<file path="config.mk">
export PLATFORM = sky130hd
export DESIGN_NAME = rd_sqrt
export DESIGN_NICKNAME = d
export VERILOG_FILES = /design/src/rtl/core/rd_pkg.sv /design/src/rtl/core/rd_sqrt.sv
export SDC_FILE = /design/constraint.sdc
export NUM_CORES = 2
export LEC_CHECK = 0
export BUFFER_PORTS_ARGS = -buffer_cell sky130_fd_sc_hd__buf_2
export CAP_MARGIN = 20
export CELL_PAD_IN_SITES_DETAIL_PLACEMENT = 0
export CELL_PAD_IN_SITES_GLOBAL_PLACEMENT = 1
export CORE_ASPECT_RATIO = 0.8
export CORE_MARGIN = 4
export CORE_UTILIZATION = 36
export CTS_BUF_LIST = sky130_fd_sc_hd__clkbuf_8
export DETAILED_ROUTE_END_ITERATION = 8
export PLACE_DENSITY_LB_ADDON = 0.05
export SLEW_MARGIN = 15
export SYNTH_ARGS = -nofsm -noshare
export SYNTH_HDL_FRONTEND = slang
export SYNTH_SLANG_ARGS = --single-unit
</file>
<file path="constraint.sdc">
create_clock -name i_clk -period 7.4 [get_ports i_clk]
set_input_delay 0.74 -clock i_clk [delete_from_list [all_inputs] [get_ports i_clk]]
set_output_delay 0.74 -clock i_clk [all_outputs]
set_load 0.01 [all_outputs]
</file>
<file path="src/rtl/core/rd_pkg.sv">
package rd_pkg;

    localparam int FRAC_BITS_DEF = 12;
    localparam int VEC_W         = 16;
    localparam int IDX_W         = 15;
    localparam int THR_W         = 13;
    localparam logic [THR_W-1:0] THR_RST = 13'd1;

    localparam logic signed [65:0] S32_MAX_W = 66'sd2147483647;
    localparam logic signed [65:0] S32_MIN_W = -66'sd2147483648;
    localparam logic signed [65:0] S16_MAX_W = 66'sd32767;
    localparam logic signed [65:0] S16_MIN_W = -66'sd32768;
    localparam logic signed [31:0] S32_MAX   = 32'sh7FFF_FFFF;

    typedef struct packed {
        logic signed [VEC_W-1:0] x;
        logic signed [VEC_W-1:0] y;
        logic signed [VEC_W-1:0] z;
    } t_vec;

    typedef struct packed {
        t_vec d;
        t_vec n;
    } t_ray;

    // what travels alongside the square root
    typedef struct packed {
        t_ray               ray;
        logic signed [31:0] ni;
        logic signed [31:0] cni;
        logic               tir;
    } t_sq_tag;

    // root width for a radicand of 31 + frac bits
    function automatic int sqrt_w(input int frac);
        return (31 + frac + 1) / 2;
    endfunction

    function automatic logic signed [31:0] sat32(input logic signed [65:0] v);
        logic signed [31:0] r;
        if (v > S32_MAX_W) r = 32'sh7FFF_FFFF;
        else if (v < S32_MIN_W) r = 32'sh8000_0000;
        else r = v[31:0];
        return r;
    endfunction

    function automatic logic signed [VEC_W-1:0] sat16(input logic signed [65:0] v);
        logic signed [VEC_W-1:0] r;
        if (v > S16_MAX_W) r = 16'sh7FFF;
        else if (v < S16_MIN_W) r = 16'sh8000;
        else r = v[VEC_W-1:0];
        return r;
    endfunction

endpackage

</file>
<file path="src/rtl/core/rd_sqrt.sv">
// pipelined digit-by-digit integer square root, one root bit per stage
module rd_sqrt #(
    parameter int FRAC_BITS = rd_pkg::FRAC_BITS_DEF,
    parameter int TAG_W     = 1
) (
    input  logic                                  i_clk,
    input  logic                                  i_rst_n,
    input  logic                                  i_en,
    input  logic                                  i_valid,
    input  logic [30+FRAC_BITS:0]                 i_rad,
    input  logic [TAG_W-1:0]                      i_tag,
    output logic                                  o_valid,
    output logic [rd_pkg::sqrt_w(FRAC_BITS)-1:0]  o_root,
    output logic [TAG_W-1:0]                      o_tag
);
    localparam int RTW = rd_pkg::sqrt_w(FRAC_BITS);
    localparam int SW  = 2*RTW;
    localparam int RMW = RTW + 2;

    logic [RTW-1:0]   r_vld;
    logic [RTW-1:0]   n_vld;
    logic [SW-1:0]    r_rad  [RTW];
    logic [SW-1:0]    n_rad  [RTW];
    logic [RMW-1:0]   r_rem  [RTW];
    logic [RMW-1:0]   n_rem  [RTW];
    logic [RTW-1:0]   r_root [RTW];
    logic [RTW-1:0]   n_root [RTW];
    logic [TAG_W-1:0] r_tag  [RTW];
    logic [TAG_W-1:0] n_tag  [RTW];

    logic [SW-1:0]    w_rad_in  [RTW];
    logic [RMW-1:0]   w_rem_in  [RTW];
    logic [RTW-1:0]   w_root_in [RTW];

    always_comb begin
        logic [RMW-1:0] cur;
        logic [RMW-1:0] trial;
        logic           ge;
        n_vld        = {r_vld[RTW-2:0], i_valid};
        w_rad_in[0]  = SW'(i_rad);
        w_rem_in[0]  = '0;
        w_root_in[0] = '0;
        n_tag[0]     = i_tag;
        for (int s = 1; s < RTW; s++) begin
            w_rad_in[s]  = r_rad[s-1];
            w_rem_in[s]  = r_rem[s-1];
            w_root_in[s] = r_root[s-1];
            n_tag[s]     = r_tag[s-1];
        end
        for (int s = 0; s < RTW; s++) begin
            cur       = {w_rem_in[s][RMW-3:0], w_rad_in[s][SW-1:SW-2]};
            trial     = {w_root_in[s], 2'b01};
            ge        = cur >= trial;
            n_rem[s]  = ge ? cur - trial : cur;
            n_root[s] = {w_root_in[s][RTW-2:0], ge};
            n_rad[s]  = {w_rad_in[s][SW-3:0], 2'b00};
        end
    end

    always_ff @(posedge i_clk) begin
        if (!i_rst_n) begin
            r_vld <= '0;
        end else if (i_en) begin
            r_vld <= n_vld;
        end
    end

    always_ff @(posedge i_clk) begin
        if (i_en) begin
            r_rad  <= n_rad;
            r_rem  <= n_rem;
            r_root <= n_root;
            r_tag  <= n_tag;
        end
    end

    assign o_valid = r_vld[RTW-1];
    assign o_root  = r_root[RTW-1];
    assign o_tag   = r_tag[RTW-1];
endmodule

</file>
==> impl_metrics.py <==
metrics = {
    "outcome": {
        "outcome": "completed",
    },
    "sta": {
        "whs_ns": 0.2603,
        "max_freq_ghz": 0.2549,
        "setup_ws_ns": 3.478,
        "slew_headroom": 0.2070,
        "slew_violations": 0,
        "fin_setup_tns_ns": 0,
        "setup_viol": 0,
        "period_needed_ns": 3.922,
        "finClkSkew_ns": 0.04895,
        "worstMarginPinSlew_ns": 1.159,
        "rsz0062_at_grt": "false",
        "finalHoldViolCount": 0,
        "period_share": 0.5300,
    },
    "critical_path": {
        "crit_family": "compound AO/OA/AOI/OAI gates",
        "path_depth": 11,
        "critPathArrivalTime_ns": 4.56,
        "cp-start-kind": "flop",
        "end_kind": "flop",
        "crit_type": "reg2reg",
        "worstPathBufferInverterCount": 2,
        "rr_worst_depth": 11,
        "crit_chain": "ha_1, nor2b_1, o21ai_0, a21oi_1, a211oi_1, o211ai_1, nor2_1, buf_4, inv_1, and4b_1, xor2_1",
        "required_ns": 8.03,
        "cp_slowest_cell": "a211oi_1",
        "cp_max_fo": 30,
        "crit_path_max_incr_delay_ns": 0.59,
    },
    "route": {
        "drc": 0,
        "drtPass1Iterations": 7,
        "routedWlPerCell_um": 16.93,
        "vias": 31000,
        "drt_iter0_drc": 2264,
        "antenna_left": 0,
        "vias_per_cell": 4.770,
        "routed_wl_um": 110000,
    },
    "synth": {
        "async_flop_share": 0,
        "synthCells": 4085,
        "synth_cell_types": 81,
        "synth_seq_cells": 1189,
        "ys_seq_area_frac": 0.6562,
        "synth_edf_count": 1167,
        "ys.flop_type": "edfxtp_1",
        "synth.avg_cell_area_um2": 13.24,
        "yosys_warnings": 0,
        "syn_nets": 4408,
        "syn_area_um2": 54080,
    },
    "die": {
        "dieArea_um2": 156500,
        "die_w_um": 441.3,
        "rows": 126,
        "core_area_um2": 148400,
        "start_util": 0.3645,
        "floorplan.die.height_um": 354.7,
        "ios": 72,
    },
    "place": {
        "dp_slack_ns": 3.685,
        "gp_congestion": 0.7898,
        "hpwlAfterDp_um": 76450,
        "numPortBuffers": 71,
        "post_dp_cell_area_um2": 56950,
    },
    "power": {
        "p_per_area_nw_per_um2": 291.0,
        "ir_drop_mv": 0.1510,
        "leakagePower_uw": 0.02341,
        "total_power_uw": 17750,
    },
    "min_path": {
        "min_path_type": "in2reg",
        "hold_path_depth": 2,
    },
    "clocking": {
        "cts_max_level": 4,
        "cts.sinks": 1189,
        "cts.path.max_buffers": 3,
        "cts_inserted_buffers": 198,
        "clk_pin_slew_ns": 0.06,
        "cts_tree": "built",
        "root_buffer": "clkbuf_8",
        "insertion_delay_ns": 0.92,
        "post_cts.repair.setup_buffers": 0,
        "ctsResizeCount": 0,
    },
    "global_route": {
        "grt_overflow": 0,
        "grt_pass1_wl_um": 175200,
        "grt_pass1_vias": 30210,
        "grt_max_degree": 170,
        "grt_util_all_layers": 0.1414,
        "antenna_found_initial": 3,
    },
    "cells_and_area": {
        "nNetsFinal": 4685,
        "final_area_um2": 60990,
        "drive_gt1_frac": 0.09450,
        "area_delta_synth_final_pct": 12.79,
    },
    "flow_run": {
        "maxCapViolCount": 0,
    },
}
## registers in the layout, summed over array words and instances, names as in the netlist
name,flops
n_root,231
n_tag,21
n_rad,420
o_tag,1
r_rad,42
o_root,22
r_rem,430
r_vld,22
## cell usage after synthesis, types with 29 or more instances
cell type  number  area [µm²]
nand4_1        39       244.0
nand2b_1       48       300.3
mux2_2         42       473.0
o21ai_0       227        1136
nor3_1        110       550.5
ha_1          275        3441
o21a_1         48       360.4
nor4_1         39       244.0
a21o_1         73       548.0
nor2_1        235       882.1
nand2_1       268        1006
xor2_1        173        1515
xnor2_1       168        1471
nand3_1        63       315.3
a211oi_1       29       217.7
a21oi_1       227        1136
nor2b_1        56       350.3
inv_1         347        1303
edfxtp_1     1167       35040
mux2i_1        30       300.3
clkbuf_1       58       217.7
a31oi_1        29       181.4
or3_1          38       237.7
## final timing paths
path                                  from          to  slack [ns]
worst max-delay path            r_rem[192]  r_rem[185]        3.48
worst min-delay path               i_rst_n   r_vld[21]        0.26
worst max register to register  r_rem[192]  r_rem[185]        3.48
worst min register to register  n_rad[833]  n_rad[791]        0.40
## report_power, final
part	internal [µW]	switching [µW]
clock network	2670	2690
logic	1470	2000
registers	8460	460
total	12600	5140
## worst register-to-register path: cells and delay by family, from the launching register on
family / cells / cell delay [ns]
xor+xnor: 1 / 0.13
fa+ha+maj: 1 / 0.36
simple gates: 3 / 0.62
flops: 1 / 0.39
compound gates: 4 / 1.48
buf+inv: 2 / 0.66
## per-stage QoR
stage	std cells	util
after floorplan	4085	-
after global placement	6101	0.3839
after detailed placement	6101	0.3839
after CTS	6492	0.4110
after global routing	6494	0.4111
final	6498	0.4112
## cell families after synthesis
group                    after synthesis  synth area share
multiplexers                          72           0.01430
flip-flops                          1189            0.6562
AO/OA/AOI/OAI                        772           0.08711
XOR/XNOR                             341           0.05523
adder cells (fa/ha/maj)              275           0.06363
AND/OR/NAND/NOR                     1020           0.09431
buffers and inverters                415           0.02918
other                                  1        0.00006935
## placed cells by master (no fill, tap or decap), types with 29 or more instances in the layout
cell type      netlist  layout
mux2i_1             30      30
xnor2_1            168     168
inv_1              347     413
a31oi_1             29      29
nor4_1              39      39
nand2_1            268     268
nor3_1             110     110
nand2b_1            48      48
clkinv_1             0      41
nand4_1             39      39
o21a_1              48      48
buf_2                4      70
edfxtp_1          1167    1167
xor2_1             173     173
nand3_1             63      63
clkbuf_8             0     200
mux2_2              42      42
a21oi_1            227     225
nor2_1             235     234
dlygate4sd3_1        0      45
a211oi_1            29      29
a21o_1              73      73
or3_1               38      38
nor2b_1             56      56
ha_1               275     275
o21ai_0            227     227
## layout make-up
class	instances	area [µm²]
sequential	1189	35480
inverter	347	1303
tap	1984	2482
multi-input combinational	2481	17040
antenna	6	15.01
clock inverter	146	820.8
clock buffer	200	2753
fill	13980	87360
timing repair buffer	145	1101
## what timing repair did
item | in CTS | in global routing
setup endpoints to repair | 0 | 0
endpoints found under the hold margin | 45 | 0
hold buffers | 45 | 0
## layer usage
layer	part of all wire	vias up	routed length, µm	GRT usage
li1	-	15680	-	-
met4	0.018	0	1996	0.03881
met2	0.37	585	40420	0.1743
met5	0	-	0	0
met3	0.055	167	6102	0.03373
met1	0.56	14560	61500	0.2373
(Power assumes the default switching activity.)
