File: src/rtl/core/rd_pkg.sv
package rd_pkg;

    localparam int FRAC_BITS_DEF = 12;
    localparam int VEC_W         = 16;
    localparam int IDX_W         = 15;
    localparam int THR_W         = 13;
    localparam logic [THR_W-1:0] THR_RST = 13'd1;

    localparam logic signed [65:0] S32_MAX_W = 66'sd2147483647;
    localparam logic signed [65:0] S32_MIN_W = -66'sd2147483648;
    localparam logic signed [65:0] S16_MAX_W = 66'sd32767;
    localparam logic signed [65:0] S16_MIN_W = -66'sd32768;
    localparam logic signed [31:0] S32_MAX   = 32'sh7FFF_FFFF;

    typedef struct packed {
        logic signed [VEC_W-1:0] x;
        logic signed [VEC_W-1:0] y;
        logic signed [VEC_W-1:0] z;
    } t_vec;

    typedef struct packed {
        t_vec d;
        t_vec n;
    } t_ray;

    // what travels alongside the square root
    typedef struct packed {
        t_ray               ray;
        logic signed [31:0] ni;
        logic signed [31:0] cni;
        logic               tir;
    } t_sq_tag;

    // root width for a radicand of 31 + frac bits
    function automatic int sqrt_w(input int frac);
        return (31 + frac + 1) / 2;
    endfunction

    function automatic logic signed [31:0] sat32(input logic signed [65:0] v);
        logic signed [31:0] r;
        if (v > S32_MAX_W) r = 32'sh7FFF_FFFF;
        else if (v < S32_MIN_W) r = 32'sh8000_0000;
        else r = v[31:0];
        return r;
    endfunction

    function automatic logic signed [VEC_W-1:0] sat16(input logic signed [65:0] v);
        logic signed [VEC_W-1:0] r;
        if (v > S16_MAX_W) r = 16'sh7FFF;
        else if (v < S16_MIN_W) r = 16'sh8000;
        else r = v[VEC_W-1:0];
        return r;
    endfunction

endpackage

File: src/rtl/core/rd_div.sv
// pipelined restoring divider: 2^(2F) / divisor, one quotient bit per stage
module rd_div #(
    parameter int FRAC_BITS = rd_pkg::FRAC_BITS_DEF,
    parameter int TAG_W     = 1
) (
    input  logic                      i_clk,
    input  logic                      i_rst_n,
    input  logic                      i_en,
    input  logic                      i_valid,
    input  logic [rd_pkg::IDX_W-1:0]  i_divisor,
    input  logic [TAG_W-1:0]          i_tag,
    output logic                      o_valid,
    output logic [2*FRAC_BITS:0]      o_quot,
    output logic                      o_div_zero,
    output logic [TAG_W-1:0]          o_tag
);
    localparam int QW = 2*FRAC_BITS + 1;
    localparam int RW = rd_pkg::IDX_W + 1;

    logic [QW-1:0]              r_vld;
    logic [QW-1:0]              n_vld;
    logic [RW-1:0]              r_rem  [QW];
    logic [RW-1:0]              n_rem  [QW];
    logic [QW-1:0]              r_quot [QW];
    logic [QW-1:0]              n_quot [QW];
    logic [rd_pkg::IDX_W-1:0]   r_dvs  [QW];
    logic [rd_pkg::IDX_W-1:0]   n_dvs  [QW];
    logic [TAG_W-1:0]           r_tag  [QW];
    logic [TAG_W-1:0]           n_tag  [QW];

    logic [RW-1:0]              w_rem_in  [QW];
    logic [QW-1:0]              w_quot_in [QW];

    always_comb begin
        logic [RW-1:0] trial;
        logic          ge;
        n_vld        = {r_vld[QW-2:0], i_valid};
        w_rem_in[0]  = '0;
        w_quot_in[0] = '0;
        n_dvs[0]     = i_divisor;
        n_tag[0]     = i_tag;
        for (int s = 1; s < QW; s++) begin
            w_rem_in[s]  = r_rem[s-1];
            w_quot_in[s] = r_quot[s-1];
            n_dvs[s]     = r_dvs[s-1];
            n_tag[s]     = r_tag[s-1];
        end
        for (int s = 0; s < QW; s++) begin
            // the dividend has its only set bit at the top
            trial     = {w_rem_in[s][RW-2:0], 1'(s == 0)};
            ge        = trial >= {1'b0, n_dvs[s]};
            n_rem[s]  = ge ? trial - {1'b0, n_dvs[s]} : trial;
            n_quot[s] = {w_quot_in[s][QW-2:0], ge};
        end
    end

    always_ff @(posedge i_clk) begin
        if (!i_rst_n) begin
            r_vld <= '0;
        end else if (i_en) begin
            r_vld <= n_vld;
        end
    end

    always_ff @(posedge i_clk) begin
        if (i_en) begin
            r_rem  <= n_rem;
            r_quot <= n_quot;
            r_dvs  <= n_dvs;
            r_tag  <= n_tag;
        end
    end

    assign o_valid    = r_vld[QW-1];
    assign o_quot     = r_quot[QW-1];
    assign o_div_zero = (r_dvs[QW-1] == '0);
    assign o_tag      = r_tag[QW-1];
endmodule

File: config.mk
export PLATFORM = sky130hd
export DESIGN_NAME = rd_div
export DESIGN_NICKNAME = d
export VERILOG_FILES = /design/src/rtl/core/rd_pkg.sv /design/src/rtl/core/rd_div.sv
export SDC_FILE = /design/constraint.sdc
export NUM_CORES = 2
export LEC_CHECK = 0
export ABC_CLOCK_PERIOD_IN_PS = 4600
export BUFFER_PORTS_ARGS = -buffer_cell sky130_fd_sc_hd__buf_2
export CORE_UTILIZATION = 45
export CTS_CLUSTER_DIAMETER = 150
export CTS_CLUSTER_SIZE = 16
export DETAILED_ROUTE_END_ITERATION = 10
export GPL_ROUTABILITY_DRIVEN = 0
export PLACE_DENSITY = 0.62
export SLEW_MARGIN = 40
export SYNTH_ARGS = -nofsm -noshare
export SYNTH_HDL_FRONTEND = slang
export SYNTH_SLANG_ARGS = --single-unit
File: constraint.sdc
create_clock -name i_clk -period 4.6 [get_ports i_clk]
set_clock_uncertainty 0.2 [all_clocks]
set_input_delay 0.69 -clock i_clk [delete_from_list [all_inputs] [get_ports i_clk]]
set_output_delay 0.69 -clock i_clk [all_outputs]
set_load 0.05 [all_outputs]
==> run summary <==
The tools report the number of library cell types mapped by synthesis as 95. The effective utilization at floorplan was 45.6%; the transition time at the pin with the least slew margin was 0.838 ns. Summed over all layers, the global routing overflow is 0.

Summing the sequential cell areas from Yosys gives 60.2% of the chip area. For the final-report hold violation count, the log shows 0. The count of nets left with antenna violations once routing finished came out at 0. The run gives 0.899 ns as the minimum setup slack after placement.

CTS saw 1110 sinks. The logs give 23.4 nW for the leakage power and 0 ns for the sum of negative setup slack. By startpoint and endpoint, the worst setup path is classified as reg -> reg.

The worst path needs 3.67 ns of the cycle, external delays included. The logs give 273 MHz for the peak clock frequency supported by timing and 0.0573 mm2 for the area of placed instances. The area of the multi-input gates was 0.0200 mm2. Predominant post-synthesis flop cell: sky130_fd_sc_hd__edfxtp_1. The core area was 0.120 mm2; the y dimension of the die was 351 um. The chip width came out at 351 um. Traced cell by cell, the critical path runs through fa_1, a211oi_2, o21bai_1, o41ai_2, o21bai_2, a211o_1, a31oi_4, mux2_2.

The slowest stage cell on the critical path is sky130_fd_sc_hd__a31oi_4. The synthesized netlist devotes 3.79% of its cell area to XOR and XNOR gates. The total power came out at 37.5 mW.

The kind of end point of the critical path is a flop. The fraction of layout instances using a drive strength above 1 was 10.6%; the maximum number of pins on one net before global-route repair was 155. The longest clock path from root to sink contains 3 buffers. Summing the areas of all compound-gate instances in the mapped netlist gives 10.7% of the synthesized area. Detailed placement finished with a half-perimeter wire length of 69300 um. After technology mapping, the gate count stands at 4098. At the worst endpoint, the required time is 4.82 ns.

TritonCTS built the clock tree. For this run, global-route usage on met2 was measured as 24.7%. A synthesized cell averages 13.4 um2. Dividing the detail-routed wire length by the instance count gives 16.8 um. During synthesis, Yosys emitted a total of 0 warnings. The root buffer cell chosen for the clock tree is sky130_fd_sc_hd__clkbuf_16. The largest single stage delay on the critical path is 0.55 ns.

0 antenna diodes ended up in the layout. The synthesized netlist occupies a cell area of 0.0550 mm2. Along the worst path, the maximum fanout reaches 16. Setup slack closes at 0.934 ns.

The via count of the first global-routing pass was 30296. 48 I/O pins were placed. Setup repair after global routing left no endpoint under its margin. Counting flops and latches in the post-synthesis netlist gives 1110. Post-CTS timing repair inserted 0 buffers for setup. Summing the areas of all fa, ha and maj instances in the mapped netlist gives 9.03% of the synthesized area.

At the end of the flow, the number of nets in the layout was 4627. The worst-case IR drop observed on VDD is 0.329 mV. Dividing total power by cell area gives a power density of 629 mW/mm2.

The number of I/O port buffers works out to 47. Once layout is done, the placed cells without fillers occupy 0.0596 mm2. The combinational family with the most area after synthesis was compound AO/OA/AOI/OAI gates. From synthesis to final layout, the design area changed by 8.46%.

met2 is the most crowded layer. The first global-routing pass estimated 158000 um of wire. The number of enable flip-flop cells after synthesis was 1085; the ratio of final minimum period to clock period was 79.7%.

The async set-or-reset flop fraction in the synthesized netlist came out at 0%. The relative slew slack came out at 44.1%. The run finished with clean final reports.

In this run the number of H-tree levels came out at 3. Max-cap violations in this run came to 0. The final-report setup violation count came out at 0. The category of the worst setup path launch point is a flop. The later pin in the worst-skew pair is clocked with a latency of 0.67 ns. The layout has 10452 filler cells. The mux cell area share after synthesis was 6.21%; the overall routing resource usage was 16.0%.

Of the total synthesized cell area, the portion taken by AND, OR, NAND and NOR gates is 6.63%. The number of antenna violations at the first check in global routing was 0. Data on the critical path arrives at its endpoint at 3.89 ns. The number of max-slew violations in the final report came out at 0. The tightest min-delay check is of the in -> reg type.

The number of vias in the routed layout is 30944, and the number of iterations in the first detailed-routing pass is 5. The via density per instance was 5.28; the number of buffers added by the clock tree synthesis step was 79. The tools report the flip-flop and latch area as 0.0331 mm2. The top cell types in the final layout, fill and taps aside, are sky130_fd_sc_hd__edfxtp_1 (1085), sky130_fd_sc_hd__inv_1 (418), sky130_fd_sc_hd__ha_1 (360). Commonest non-fill, non-tap cell in the layout: sky130_fd_sc_hd__edfxtp_1. Detailed-route wire length: 98100 um. Clock-pin slew was measured on the worst setup and hold paths at 0.07 ns.

The count of hold-fix buffers inserted at cts is 12, and the number of DRC violations after detailed-routing iteration 0 is 1990. Once the clock tree was built, the resizer swapped 0 gates to a different size. The die covers 0.124 mm2. For this run, design rule violations remaining after detail routing come to 0.

Global routing used 23.0% of the available met1 tracks. In the global route stage, met3 resource usage came out at 2.50%. The run gives 127 as the total number of placement rows.
==> area by class of cell <==
class / count / area share [%]
clock inverters: 6 / 0.155
inverters: 419 / 2.64
clock buffers: 95 / 3.49
multi-input cells: 2519 / 33.6
flip-flops and latches: 1110 / 55.5
repair buffers: 95 / 1.23
well taps: 1612 / 3.38
==> metrics by stage <==
step / cells / util (%) / hold slack (ns)
floorplan: 4103 / - / 0.200
global placement: 5742 / 47.6 / 0.200
detailed placement: 5743 / 47.6 / 0.205
CTS: 5856 / 49.5 / 0.00443
global route: 5856 / 49.5 / 0.0346
finish: 5856 / 49.5 / 0.0688
==> sequential cells by signal, indices dropped and copies added (netlist names) <==
name    flops
n_dvs     360
n_quot    300
n_tag      24
o_quot     25
o_tag       1
r_dvs      15
r_rem     360
r_vld      25
==> worst paths after layout <==
path	cells past startpoint	end	from	slack, ns
hold reg to reg	0	n_quot[381]$_DFFE_PP_	n_quot[405]$_DFFE_PP_	0.20
setup / recovery	8	r_rem[21]$_DFFE_PP_	r_rem[32]$_SDFFCE_PN0P_	0.93
hold / removal	1	n_dvs[345]$_DFFE_PP_	i_divisor[0]	0.07
setup reg to reg	8	r_rem[21]$_DFFE_PP_	r_rem[32]$_SDFFCE_PN0P_	0.93
==> routing by layer <==
metal	routed length, um	part of all wire, %
met4	2630	2.7
met3	3970	4.0
met5	0	0
met2	43300	44
met1	48200	49
==> synth_stat cells (all sizes together) (20+ instances only) <==
master	number	share of area [%]
edfxtp	1085	59
inv	419	2.9
ha	360	8.2
mux2	257	5.4
nor2	223	1.5
a21oi	197	1.9
o21ai	167	1.5
xnor2	160	2.5
a21o	143	2.0
nand2	121	0.83
xor2	78	1.2
nor2b	75	0.85
nand3	72	0.66
a31oi	54	0.64
mux2i	47	0.86
nor3	47	0.43
a211oi	41	0.60
o21a	40	0.55
and3	39	0.44
nand4	33	0.38
buf	28	0.39
clkbuf	27	0.18
nand2b	26	0.30
dfxtp	25	0.91
fa	23	0.84
o211ai	22	0.31
and2	20	0.23
==> where the power goes <==
group	internal, mW	switching (mW)
Combinational	7.44	7.95
Sequential	14.2	1.32
Clock	3.20	3.33
Total	24.9	12.6
==> worst max-delay path, delay by kind of cell, from the launching register on <==
kind	cells	cell delay, ns
muxes	1	0.41
DFF	1	0.44
AOI/OAI and AO/OA	6	1.87
adders and majority gates	1	0.50
==> logic make-up after synthesis <==
kind of cell    Yosys count
xor+xnor                238
buf+inv                 474
flops                  1110
mux                     304
compound gates          856
other cells               1
simple gates            732
fa+ha+maj               383
(Power assumes the default switching activity.)
